`config.mk`:
```
export PLATFORM = sky130hd
export DESIGN_NAME = pqe_queue
export DESIGN_NICKNAME = d
export VERILOG_FILES = /design/src/design/pqe_pkg.sv /design/src/design/pqe_queue.sv
export SDC_FILE = /design/constraint.sdc
export NUM_CORES = 1
export LEC_CHECK = 0
export ABC_AREA = 1
export BUFFER_PORTS_ARGS = -buffer_cell sky130_fd_sc_hd__buf_2
export CORE_MARGIN = 2
export CORE_UTILIZATION = 54
export CTS_BUF_LIST = sky130_fd_sc_hd__clkbuf_2
export CTS_CLUSTER_DIAMETER = 200
export CTS_CLUSTER_SIZE = 30
export DETAILED_ROUTE_END_ITERATION = 8
export PLACE_DENSITY_LB_ADDON = 0.1
export SYNTH_ARGS = -nofsm -noshare
export SYNTH_HDL_FRONTEND = slang
export SYNTH_SLANG_ARGS = --single-unit
```
`constraint.sdc`:
```
create_clock -name clock -period 3.5 [get_ports clock]
set_input_delay 0.35 -clock clock [delete_from_list [all_inputs] [get_ports clock]]
set_output_delay 0.35 -clock clock [all_outputs]
set_load 0.01 [all_outputs]
```
`src/design/pqe_pkg.sv`:
```
// Shared types and constants for the product-quantization encoder.
`default_nettype none
package pqe_pkg;
   localparam int ValueWidth  = 16;
   localparam int AccWidth    = 38;
   localparam int SubWidth    = 4;
   localparam int CentWidth   = 8;
   localparam int CompWidth   = 4;
   localparam int StoreAwidth = SubWidth + CentWidth + CompWidth;
   localparam int QueueDepth  = 2;

   localparam logic [1:0] CSR_NUM_SUBSPACES = 2'd0;
   localparam logic [1:0] CSR_NUM_CENTROIDS = 2'd1;
   localparam logic [1:0] CSR_SUB_DIM       = 2'd2;

   // Classified item handed from front to back.
   typedef struct packed {
      logic                        is_load;
      logic signed [ValueWidth-1:0] value;
      logic [StoreAwidth-1:0]      addr;      // load address or stream base
      logic                        first;     // first component of subspace
      logic                        emit;      // last component of subspace
      logic [SubWidth-1:0]         subspace;
      logic                        last_code;
   } work_type;
endpackage
`default_nettype wire

```
`src/design/pqe_queue.sv`:
```
// Short queue between front and back parts.
`default_nettype none
module pqe_queue (
   input  wire logic              clock,
   input  wire logic              reset,
   input  wire logic              wr_valid,
   output logic                   wr_ready,
   input  pqe_pkg::work_type      wr_item,
   output logic                   rd_valid,
   input  wire logic              rd_ready,
   output pqe_pkg::work_type      rd_item
);
   pqe_pkg::work_type mem_ff [pqe_pkg::QueueDepth];
   logic       wp_ff, rp_ff;
   logic [1:0] cnt_ff;
   logic       wr, rd;

   assign wr_ready = cnt_ff != 2'd2;
   assign rd_valid = cnt_ff != 2'd0;
   assign rd_item  = mem_ff[rp_ff];
   assign wr = wr_valid && wr_ready;
   assign rd = rd_valid && rd_ready;

   always_ff @(posedge clock) begin
      if (wr) mem_ff[wp_ff] <= wr_item;
      if (reset) begin
         wp_ff <= 1'b0; rp_ff <= 1'b0; cnt_ff <= 2'd0;
      end else begin
         if (wr) wp_ff <= !wp_ff;
         if (rd) rp_ff <= !rp_ff;
         cnt_ff <= cnt_ff + {1'b0, wr} - {1'b0, rd};
      end
   end
endmodule
`default_nettype wire

```
Yosys cells after proc, flatten, opt, wreduce, memory -nomap -nowiden
Memories as Yosys holds them, arrays and structs flattened. A register that Yosys moved wholly into a read port is not among the register bits.
Cells that the tools add are included.
{"block": "totals", "regBits": 4, "ramBits": 80, "input_bits": 44, "mem_count": 1}
{"name": "mem_ff", "depth": 2, "width": 40, "rd": 1, "rd_ports_with_merged_regs": 1, "write_ports": 1, "line": "pqe_queue.sv:13", "rtl": "pqe_pkg::work_type mem_ff [pqe_pkg::QueueDepth];"}
{"block": "classes", "add_sub_neg": 2, "eq_ne": 1, "mux": 4, "reduce_logical": 5}
{"operator": "1-bit 2-to-1 mux", "count": 4}
{"operator": "2-bit by 1-bit adder with 2-bit output", "count": 1}
{"operator": "1-bit logical AND", "count": 2}
{"operator": "1-bit logical NOT", "count": 2}
{"operator": "2-bit != test (second input constant)", "count": 1}
{"operator": "2-bit nonzero test", "count": 1}
{"operator": "2-bit by 1-bit subtractor with 2-bit output", "count": 1}

Logic depth before layout (Yosys ltp)
{"block": "depth", "word_depth": 4, "depth_mapped": 11}

Worst setup path before layout
No wires, ideal clock.
{"block": "synth_path", "path_type": "reg-to-reg", "start": "register cnt_ff[0]", "end": "memory mem_ff[0][0] (netlist bit), enable pin", "setup_time_ps": 437, "arrival_ps": 2270, "setup_slack_ps": 793, "path_stages_with_launch": 5, "path_buffers": 0, "period_less_slack_ps": 2707, "path_cell_list": "dfxtp_1 inv_1 nand2_2 nand2_2 nor2_1"}
{"block": "synth_via", "elab_chain_cells": 4}
{"element": "from (decl)", "line": "pqe_queue.sv:15", "rtl": "logic [1:0] cnt_ff;"}
{"element": "from (signal assigned)", "line": "pqe_queue.sv:31", "rtl": "cnt_ff <= cnt_ff + {1'b0, wr} - {1'b0, rd};"}
{"element": "2-bit != test", "line": "pqe_queue.sv:18", "rtl": "assign wr_ready = cnt_ff != 2'd2;"}
{"element": "named net wr_ready", "line": "pqe_queue.sv:7", "rtl": "output logic wr_ready,"}
{"element": "1-bit logical AND", "line": "pqe_queue.sv:21", "rtl": "assign wr = wr_valid && wr_ready;"}
{"element": "1-bit 2-to-1 mux", "line": "pqe_queue.sv:25", "rtl": "if (wr) mem_ff[wp_ff] <= wr_item;"}
{"element": "1-bit 2-to-1 mux (implied by the code)", "line": "pqe_queue.sv:25"}
{"element": "to (decl)", "line": "pqe_queue.sv:13"}
The timed path passes the listed nets, and every way through them passes these cells.

==> flow_summary.ini <==
[status]
status = completed

[pwr]
power_w = 0.00252
p_leak_nw = 1.58
peakVddDrop_uv = 352
p_per_area_mw_per_mm2 = 612

[synthesis]
synth_area_sq_mm = 0.00315
synth.avg_cell_area_sq_um = 19.7
synthDistinctLibCells = 15
syn-num-nets = 205
synthCells = 160
synth_warnings = 0
ys_seq_area_share_pct = 79.5
ys_ff_latch = 85

[clock_network]
cts_tree = yes
cts-root-buf = clkbuf_2
cts_resized = 0
clock_latency_ns = 0.50
cts.htree.levels = 3
cts_buffers = 9
clk_path_buf_depth = 2
clkTransAtPathRegs_ns = 0.20
cts.sinks = 85

[place]
place_area_sq_mm = 0.00365
portBuffers = 85
dpl.hpwl_mm = 3.34
routabilityCongestion = 0.797

[die]
start_util_pct = 56.5
die_h_um = 80.4
dieArea_sq_mm = 0.00646
pin_count = 86
fp.dieW_um = 80.4
row_count = 27
core_sq_mm = 0.00557

[timing]
rsz0062_at_grt = no
final_hold_viol_count = 0
drv_slew = 0
fin_crit_sh_pct = 68.9
tns_ns = 0
setup_viol = 0
max_freq_mhz = 414
slew_headroom_pct = 37.0
clock_skew_ns = 0.0209
worst_pin_slew_ns = 0.945
finalCriticalPeriod_ns = 2.41

[worst_hold_path]
min_path_type = in2reg

[route]
wire_per_inst_um = 15.2
vias = 1801
drtAntennaViolNets = 0
route.detailed.drc = 0
viasPerCell = 4.91
drt-pass1-iter-count = 4
wl_mm = 5.57
drtIter0Drc = 111

[global_route]
grt_pass1_vias = 1749
gr-total-overflow = 0
grt_first_pass_wirelength_mm = 8.00
grt_max_degree = 41
antenna_found_initial = 0
track_usage_pct = 17.5

[critical_path]
crit_required_ns = 3.15
cp_max_fo = 40
cp-end-kind = primary output
worstPathArrival_ns = 2.06
worstSetupPathType = reg2out
crit_path_start_kind = register

[finish]
fill_cells = 364
drive_gt1_share_pct = 50.2
antennaDiodeCount = 0
synthToLayoutAreaGrowth_pct = 30.7
fin_area_sq_mm = 0.00411
nets = 335

[job]
max_cap_viol_count = 0
per-stage QoR:
stage          setup slack [ns]  hold slack [ns]  cells  util, %
2_1_floorplan             0.793            0.421    160        -
3_3_place_gp               1.59            0.487    315     65.4
3_5_place_dp               1.59            0.486    315     65.4
4_1_cts                    1.03         0.000136    355     71.6
5_1_grt                   0.934          0.00135    367     73.8
6_report                   1.09           0.0381    367     73.8
layout by cell type (no fill, tap or decap):
cell,netlist,final
a21oi_1,2,2
buf_2,0,85
buf_4,0,2
bufinv_16,0,1
clkbuf_2,0,11
clkinv_1,0,1
clkinv_2,0,2
clkinvlp_4,0,1
dfxtp_1,5,4
dfxtp_2,0,1
dlygate4sd3_1,0,36
edfxtp_1,80,80
ha_1,1,1
inv_1,8,8
mux2_2,40,40
nand2_1,6,6
nand2_2,2,2
nand3_1,1,1
nor2_1,7,6
nor2_4,1,3
nor3_1,1,1
xnor2_1,1,1
state kept, by name, indices dropped and copies added (netlist names), named ones only:
| signal | flops |
|---|---|
| cnt_ff | 2 |
| mem_ff | 80 |
| wp_ff | 1 |
| rp_ff | 1 |
layer usage:
layer / wire [um] / share of wire [%] / global-route usage (%)
met1: 2260 / 40 / 20.8
met2: 2990 / 54 / 29.8
met3: 255 / 4.6 / 5.17
met4: 69 / 1.2 / 7.12
met5: 0 / 0 / 0
worst max-delay path, stage by stage, from the launching register on:
cell	delay, ns
dfxtp_2	0.98
mux2_2	0.43
buf_2	0.14
synth_stat cells, drive strengths merged:
master | n | area, sq um
xnor2 | 1 | 8.76
nor3 | 1 | 5.00
nand2 | 8 | 35.0
buf | 4 | 45.0
a21oi | 2 | 10.0
edfxtp | 80 | 2400
ha | 1 | 12.5
nor2 | 9 | 43.8
nand3 | 1 | 5.00
mux2 | 40 | 450
dfxtp | 5 | 100
inv | 8 | 30.0
worst paths after layout:
check	startpoint	to	slack [ns]	depth (start not counted)
setup reg to reg	cnt_ff[0]$_SDFF_PP0_	mem_ff[0][10]$_DFFE_PP_	1.57	5
hold reg to reg	rp_ff$_SDFFE_PP0P_	rp_ff$_SDFFE_PP0P_	0.55	2
hold / removal	wr_item[26]	mem_ff[0][26]$_DFFE_PP_	0.04	1
setup / recovery	register	rd_item[3]	1.09	2
layout make-up:
cell class	instances	area, sq um	share of cell area (%)
Clock buffer	11	55.1	1.34
Sequential cell	85	2500	60.9
Multi-Input combinational cell	63	583	14.2
Clock inverter	5	51.3	1.25
Timing Repair Buffer	123	801	19.5
Tap cell	72	90.1	2.19
Inverter	8	30.0	0.730
power by group:
group | switching, W | internal [W]
logic | 0.000329 | 0.000331
registers | 0.0000957 | 0.00129
clock network | 0.000306 | 0.000166
total | 0.000731 | 0.00179
kinds of logic after synthesis:
logic type	count (synthesis)	synth area share, %
AO/OA/AOI/OAI	2	0.318
XOR/XNOR	1	0.278
adder cells (fa/ha/maj)	1	0.397
buffers and inverters	12	2.38
flip-flops	85	79.5
multiplexers	40	14.3
AND/OR/NAND/NOR	19	2.82
timing repair:
| action | in CTS | in global routing |
|---|---|---|
| hold endpoints to repair | 38 | 20 |
| buffers inserted | 0 | 0 |
| hold buffers | 24 | 12 |
(Power assumes the default switching activity.)
