File: src/design/pqe_pkg.sv
// Shared types and constants for the product-quantization encoder.
`default_nettype none
package pqe_pkg;
   localparam int ValueWidth  = 16;
   localparam int AccWidth    = 38;
   localparam int SubWidth    = 4;
   localparam int CentWidth   = 8;
   localparam int CompWidth   = 4;
   localparam int StoreAwidth = SubWidth + CentWidth + CompWidth;
   localparam int QueueDepth  = 2;

   localparam logic [1:0] CSR_NUM_SUBSPACES = 2'd0;
   localparam logic [1:0] CSR_NUM_CENTROIDS = 2'd1;
   localparam logic [1:0] CSR_SUB_DIM       = 2'd2;

   // Classified item handed from front to back.
   typedef struct packed {
      logic                        is_load;
      logic signed [ValueWidth-1:0] value;
      logic [StoreAwidth-1:0]      addr;      // load address or stream base
      logic                        first;     // first component of subspace
      logic                        emit;      // last component of subspace
      logic [SubWidth-1:0]         subspace;
      logic                        last_code;
   } work_type;
endpackage
`default_nettype wire

File: src/design/pqe_front.sv
// Front part: configuration, stream position tracking and item classification.
`default_nettype none
module pqe_front (
   input  wire logic                clock,
   input  wire logic                reset,
   input  wire logic                csr_valid,
   output logic                     csr_ready,
   input  wire logic [1:0]          csr_index,
   input  wire logic [8:0]          csr_data,
   input  wire logic                in_valid,
   output logic                     in_ready,
   input  wire logic [32:0]         in_data,
   output logic                     wk_valid,
   input  wire logic                wk_ready,
   output pqe_pkg::work_type        wk_item,
   output logic [8:0]               k_eff
);
   logic [4:0] nsub_ff, dim_ff;
   logic [8:0] ncent_ff;
   logic [3:0] spos_ff, cpos_ff;
   logic [4:0] m_eff, d_eff;
   logic       op;
   logic       emit, lastv;
   logic [3:0] spos_in, cpos_in;

   assign csr_ready = 1'b1;
   assign in_ready  = wk_ready;
   assign wk_valid  = in_valid;
   assign op        = in_data[0];

   // Saturate registers into their legal range
   always_comb begin
      m_eff = (nsub_ff == 5'd0) ? 5'd1 : (nsub_ff > 5'd16 ? 5'd16 : nsub_ff);
      d_eff = (dim_ff == 5'd0) ? 5'd1 : (dim_ff > 5'd16 ? 5'd16 : dim_ff);
      k_eff = (ncent_ff == 9'd0) ? 9'd1 : (ncent_ff > 9'd256 ? 9'd256 : ncent_ff);
   end

   // Classify and advance positions
   always_comb begin
      emit    = ({1'b0, cpos_ff} + 5'd1) >= d_eff;
      lastv   = ({1'b0, spos_ff} + 5'd1) >= m_eff;
      cpos_in = emit ? 4'd0 : cpos_ff + 4'd1;
      spos_in = emit ? (lastv ? 4'd0 : spos_ff + 4'd1) : spos_ff;
      wk_item.is_load   = !op;
      wk_item.value     = in_data[16:1];
      wk_item.addr      = op ? {spos_ff, 8'd0, cpos_ff}
                             : {in_data[20:17], in_data[28:21], in_data[32:29]};
      wk_item.first     = cpos_ff == 4'd0;
      wk_item.emit      = emit;
      wk_item.subspace  = spos_ff;
      wk_item.last_code = lastv;
   end

   always_ff @(posedge clock) begin
      if (reset) begin
         nsub_ff  <= 5'd8;
         ncent_ff <= 9'd256;
         dim_ff   <= 5'd4;
         spos_ff  <= '0;
         cpos_ff  <= '0;
      end else begin
         if (csr_valid) begin
            unique case (csr_index)
               pqe_pkg::CSR_NUM_SUBSPACES: nsub_ff  <= csr_data[4:0];
               pqe_pkg::CSR_NUM_CENTROIDS: ncent_ff <= csr_data;
               pqe_pkg::CSR_SUB_DIM:       dim_ff   <= csr_data[4:0];
               default: ;
            endcase
         end
         if (in_valid && wk_ready && op) begin
            spos_ff <= spos_in;
            cpos_ff <= cpos_in;
         end
      end
   end
endmodule
`default_nettype wire

File: config.mk
export PLATFORM = sky130hd
export DESIGN_NAME = pqe_front
export DESIGN_NICKNAME = d
export VERILOG_FILES = /design/src/design/pqe_pkg.sv /design/src/design/pqe_front.sv
export SDC_FILE = /design/constraint.sdc
export NUM_CORES = 1
export LEC_CHECK = 0
export BUFFER_PORTS_ARGS = -buffer_cell sky130_fd_sc_hd__buf_2
export CAP_MARGIN = 5
export CORE_AREA = 5 5 81 64
export DETAILED_ROUTE_END_ITERATION = 12
export DIE_AREA = 0 0 86 69
export GPL_TIMING_DRIVEN = 0
export PLACE_DENSITY_LB_ADDON = 0.15
export SLEW_MARGIN = 40
export SYNTH_ARGS = -nofsm -noshare
export SYNTH_HDL_FRONTEND = slang
export SYNTH_SLANG_ARGS = --single-unit
File: constraint.sdc
create_clock -name clock -period 2.7 [get_ports clock]
set_input_delay 0.54 -clock clock [delete_from_list [all_inputs] [get_ports clock]]
set_output_delay 0.54 -clock clock [all_outputs]
set_load 0.1 [all_outputs]
# Word level (Yosys, flattened, before mapping)
# Index checks and enable logic that the tools add are counted.
# totals
output_inout_bits	52
in_bits	49
reg_bits	27
# op_classes
n_reduce_logical	12
addsub	4
n_eq_ne	2
n_mux	9
order_cmp	5
# op_table
cell	count
$mux 5	4
$mux 9	2
$mux 16	1
$add 4x1->5 const B	2
$ge 5x5->1	2
$gt 5x5->1 const B	2
$logic_not 5->1	2
$gt 9x9->1 const B	1
$logic_not 9->1	1
$add 4x1->4 const B	2
$mux 4	2
$reduce_and 2->1	4
$logic_not 4->1	1
$eq 2x1->1 const B	1
$eq 2x2->1 const B	1
$logic_and 1x1->1	2
$logic_not 2->1	1
$logic_not 1->1	1

# Depth between registers and ports, before layout
# logic_depth
ltp_word	5
mapped_depth	10

# Worst setup path after synthesis
# No wires, ideal clock.
# synth_path
kind	flip-flop to output port
start	reg cpos_ff[0]
end	out wk_item[6] in the netlist's numbering
path_stages_with_launch	4
setup_slack_ns	-0.570
required_ns	2.160
t_arrival_ns	2.730
n_path_buf	0
path_cell_list	dfxtp_1 -> inv_1 -> ha_1 -> nor3b_1
# synth_rtl
element	line_no	source
start, declared	pqe_front.sv:20	logic [3:0] spos_ff, cpos_ff;
start signal, assigned	pqe_front.sv:72	cpos_ff <= cpos_in;
end, declared	pqe_front.sv:15	output pqe_pkg::work_type wk_item,

# Worst setup path after layout
# layout_path
start	reg cpos_ff[0]
end	out wk_item[5] in the netlist's numbering
# layout_via
elab_chain_cells	2
# layout_rtl
element	line_no	source
$add 4x1->5	pqe_front.sv:40	emit = ({1'b0, cpos_ff} + 5'd1) >= d_eff;
$ge 5x5->1	pqe_front.sv:40	
# Every way passes these cells.

==> results.py <==
metrics = {
    "die": {
        "io_pins": 101,
        "row_count": 21,
        "die_h_um": 69,
        "die-area_mm2": 0.005934,
        "dieWidth_um": 86,
        "core-area_mm2": 0.004335,
        "start_util": 0.4294,
    },
    "final_layout": {
        "area_delta_synth_final_pct": 38.64,
        "nets": 373,
        "final_cell_mix": "buf_2, buf_4, nor2_1",
        "finalNonFillerCells": 367,
        "drive_above_1_share": 0.5032,
        "multi_input_comb_area_mm2": 0.001164,
        "final_common_cell": "buf_2",
        "regArea_um2": 555.5,
        "diodes": 0,
        "fill_cells": 402,
    },
    "route": {
        "via_count": 1733,
        "vias_per_cell": 4.722,
        "drcViolationCount": 0,
        "drtPass1Iterations": 4,
        "first_iter_violations": 85,
        "routed_wirelength_um": 4600,
        "drt.antenna.violating_nets": 0,
        "wire_per_inst_um": 12.53,
    },
    "sta": {
        "max_freq_mhz": 377.0,
        "relSlewSlack": 0.6224,
        "setup_viol": 0,
        "fin_crit_ns": 2.652,
        "worst_slack_ns": 0.04751,
        "hold_slack_ns": 0.4796,
        "fin_worst_skew_ns": 0.007026,
        "drv_slew": 0,
        "fin_setup_tns_ns": 0,
        "hold_violations": 0,
        "finalCritPeriodShare": 0.9824,
        "worst-slew-pin-transition_ns": 0.5639,
    },
    "pwr": {
        "vdd_drop_max_mv": 0.2768,
        "switching_power_uw": 507.0,
        "pwr-share-seq": 0.368,
        "p_per_area_mw_per_mm2": 447.5,
        "power.total_mw": 1.155,
        "combPwrFrac": 0.437,
        "swShare": 0.4389,
        "p_leak_nw": 1.344,
        "pwr-share-clk": 0.195,
        "internal_power_uw": 648.1,
    },
    "critical_path": {
        "required_ns": 2.16,
        "r2r-start": "cpos_ff[0]",
        "worstPathArrival_ns": 2.11,
        "r2r-end": "spos_ff[2]",
        "endpoint_kind": "output pin",
        "crit_type": "reg2out",
        "r2r_slack_ns": 0.44,
        "r2r_cells": 10,
        "crit_fanout": 5,
        "cp-startpoint": "cpos_ff[0]",
        "worstSetupStartpointType": "flip-flop",
    },
    "global_route": {
        "grt_pass1_wl_um": 7362,
        "grt_pass1_vias": 1608,
        "grt_max_degree": 15,
        "track_usage": 0.1475,
        "grt_antenna_before_repair": 0,
        "overflow": 0,
    },
    "synthesis": {
        "syn_area_mm2": 0.001862,
        "syn_area_per_cell_um2": 8.700,
        "seq_area_frac_synth": 0.2903,
        "yosysUniqueCellTypes": 39,
        "yosysWarnings": 0,
        "ys_seq_elements": 27,
        "syn_nets": 276,
        "syn-instance-count": 214,
    },
    "clock_tree": {
        "htree_levels": 1,
        "cts_buffers": 3,
        "clk_latency_ns": 0.27,
        "cts.path.max_buffers": 2,
        "cts_hold_buf": 0,
        "cts.sinks": 27,
        "cts_root_buf": "clkbuf_8",
        "cts_tree": "done",
        "clkSlewWorstSetupHoldPaths_ns": 0.09,
    },
    "placement": {
        "post-place-ws_ns": -0.09816,
        "dp_cells": 352,
        "post-dp-hpwl_um": 3496,
        "place_congestion": 0.7721,
        "place.port_buffers": 81,
    },
    "run": {
        "maxCapViolations": 0,
    },
    "worst_hold_path": {
        "hold_path_depth": 3,
        "hold_class": "in2reg",
        "worstHoldStart": "csr_data[8]",
        "min_to": "ncent_ff[8]",
    },
    "status": {
        "status": "completed",
    },
}
==> power groups by stage <==
| stage | Combinational (mW) | Sequential, mW | Clock, mW |
|---|---|---|---|
| floorplan | 0.382 | 0.451 | 0 |
| global placement | 0.473 | 0.436 | 0 |
| detailed placement | 0.476 | 0.437 | 0 |
| CTS | 0.493 | 0.426 | 0.235 |
| global route | 0.529 | 0.427 | 0.248 |
| finish | 0.505 | 0.425 | 0.225 |
==> cell type report <==
| class | count | area share |
|---|---|---|
| multi-input cells | 147 | 0.4508 |
| inverters | 11 | 0.01600 |
| clock buffers | 4 | 0.01745 |
| well taps | 57 | 0.02763 |
| plain buffers | 29 | 0.07562 |
| flip-flops and latches | 27 | 0.2152 |
| repair buffers | 92 | 0.1973 |
==> critical path: stages (launching register included) <==
cell and delay (ns):
dfxtp_4 0.37, ha_4 0.17, xor2_2 0.14, ha_1 0.31, a21o_1 0.19, a31oi_4 0.15, o21a_2 0.18, inv_1 0.04
buf_4 0.13, buf_12 0.15
==> what timing repair did <==
action,4_1_cts,5_1_grt
setup buffers,7,4
resized for setup,11,12
pin swaps,4,5
setup endpoints to repair,2,2
==> cells by family after synthesis <==
kind of cell | synth area share
mux | 0.1452
xor+xnor | 0.01882
fa+ha+maj | 0.08737
other cells | 0.002014
buf+inv | 0.1270
simple gates | 0.2298
compound gates | 0.09946
flops | 0.2903
==> metal layers <==
layer	GRT usage	vias up	routed length (um)	part of all wire
met5	0	-	0	0
met4	0.01933	0	14	0.0030
met3	0.04048	2	314	0.068
met2	0.2558	57	2278	0.50
met1	0.1853	778	1993	0.43
li1	-	896	-	-
==> worst max path at each step <==
stage / slack (ns) / cells after the start / endpoint
2_1_floorplan: -0.06 / 3 / wk_item[11]
3_3_place_gp: -0.1 / 9 / wk_item[5]
3_5_place_dp: -0.1 / 9 / wk_item[5]
4_1_cts: 0.01 / 9 / wk_item[5]
5_1_grt: -0.04 / 9 / wk_item[5]
6_report: 0.05 / 9 / wk_item[5]
==> registers in the layout, summed over array words and instances, names as in the netlist <==
signal and cells:
cpos_ff 4, ncent_ff 9, dim_ff 5, nsub_ff 5, spos_ff 4
==> through the flow <==
stage / cell area (um^2) / util
final: 2581 / 0.5954
after global routing: 2581 / 0.5954
after CTS: 2481 / 0.5723
after detailed placement: 2349 / 0.5417
after global placement: 2349 / 0.5417
after floorplan: 1872 / -
==> cells in the mapped netlist <==
cell type	instances	area [um^2]
dfxtp_1	27	540.5
nor2_1	26	97.59
buf_4	22	165.2
mux2i_1	18	180.2
nor2b_1	16	100.1
nand2_1	15	56.30
ha_1	13	162.7
inv_1	11	41.29
mux2_2	8	90.09
a21oi_1	7	35.03
nand3_1	7	35.03
clkbuf_1	4	15.01
nor3_1	4	20.02
buf_2	3	15.01
nand3b_1	3	22.52
o21ai_1	3	15.01
a21o_1	2	15.01
nor3b_1	2	15.01
xnor2_1	2	17.52
xor2_1	2	17.52
a31oi_2	1	12.51
a31oi_4	1	21.27
and2_1	1	6.260
and3_1	1	6.260
and3_4	1	11.26
conb_1	1	3.750
nand2_2	1	6.260
nand2b_1	1	6.260
nand3_4	1	17.52
nor3b_2	1	12.51
nor4_1	1	6.260
nor4b_1	1	8.760
o21a_2	1	8.760
o21ai_2	1	8.760
o31ai_2	1	12.51
o31ai_4	1	21.27
o32a_1	1	10.01
o32ai_1	1	8.760
o41ai_2	1	16.27
No activity file was read; power rests on OpenSTA's default activity.
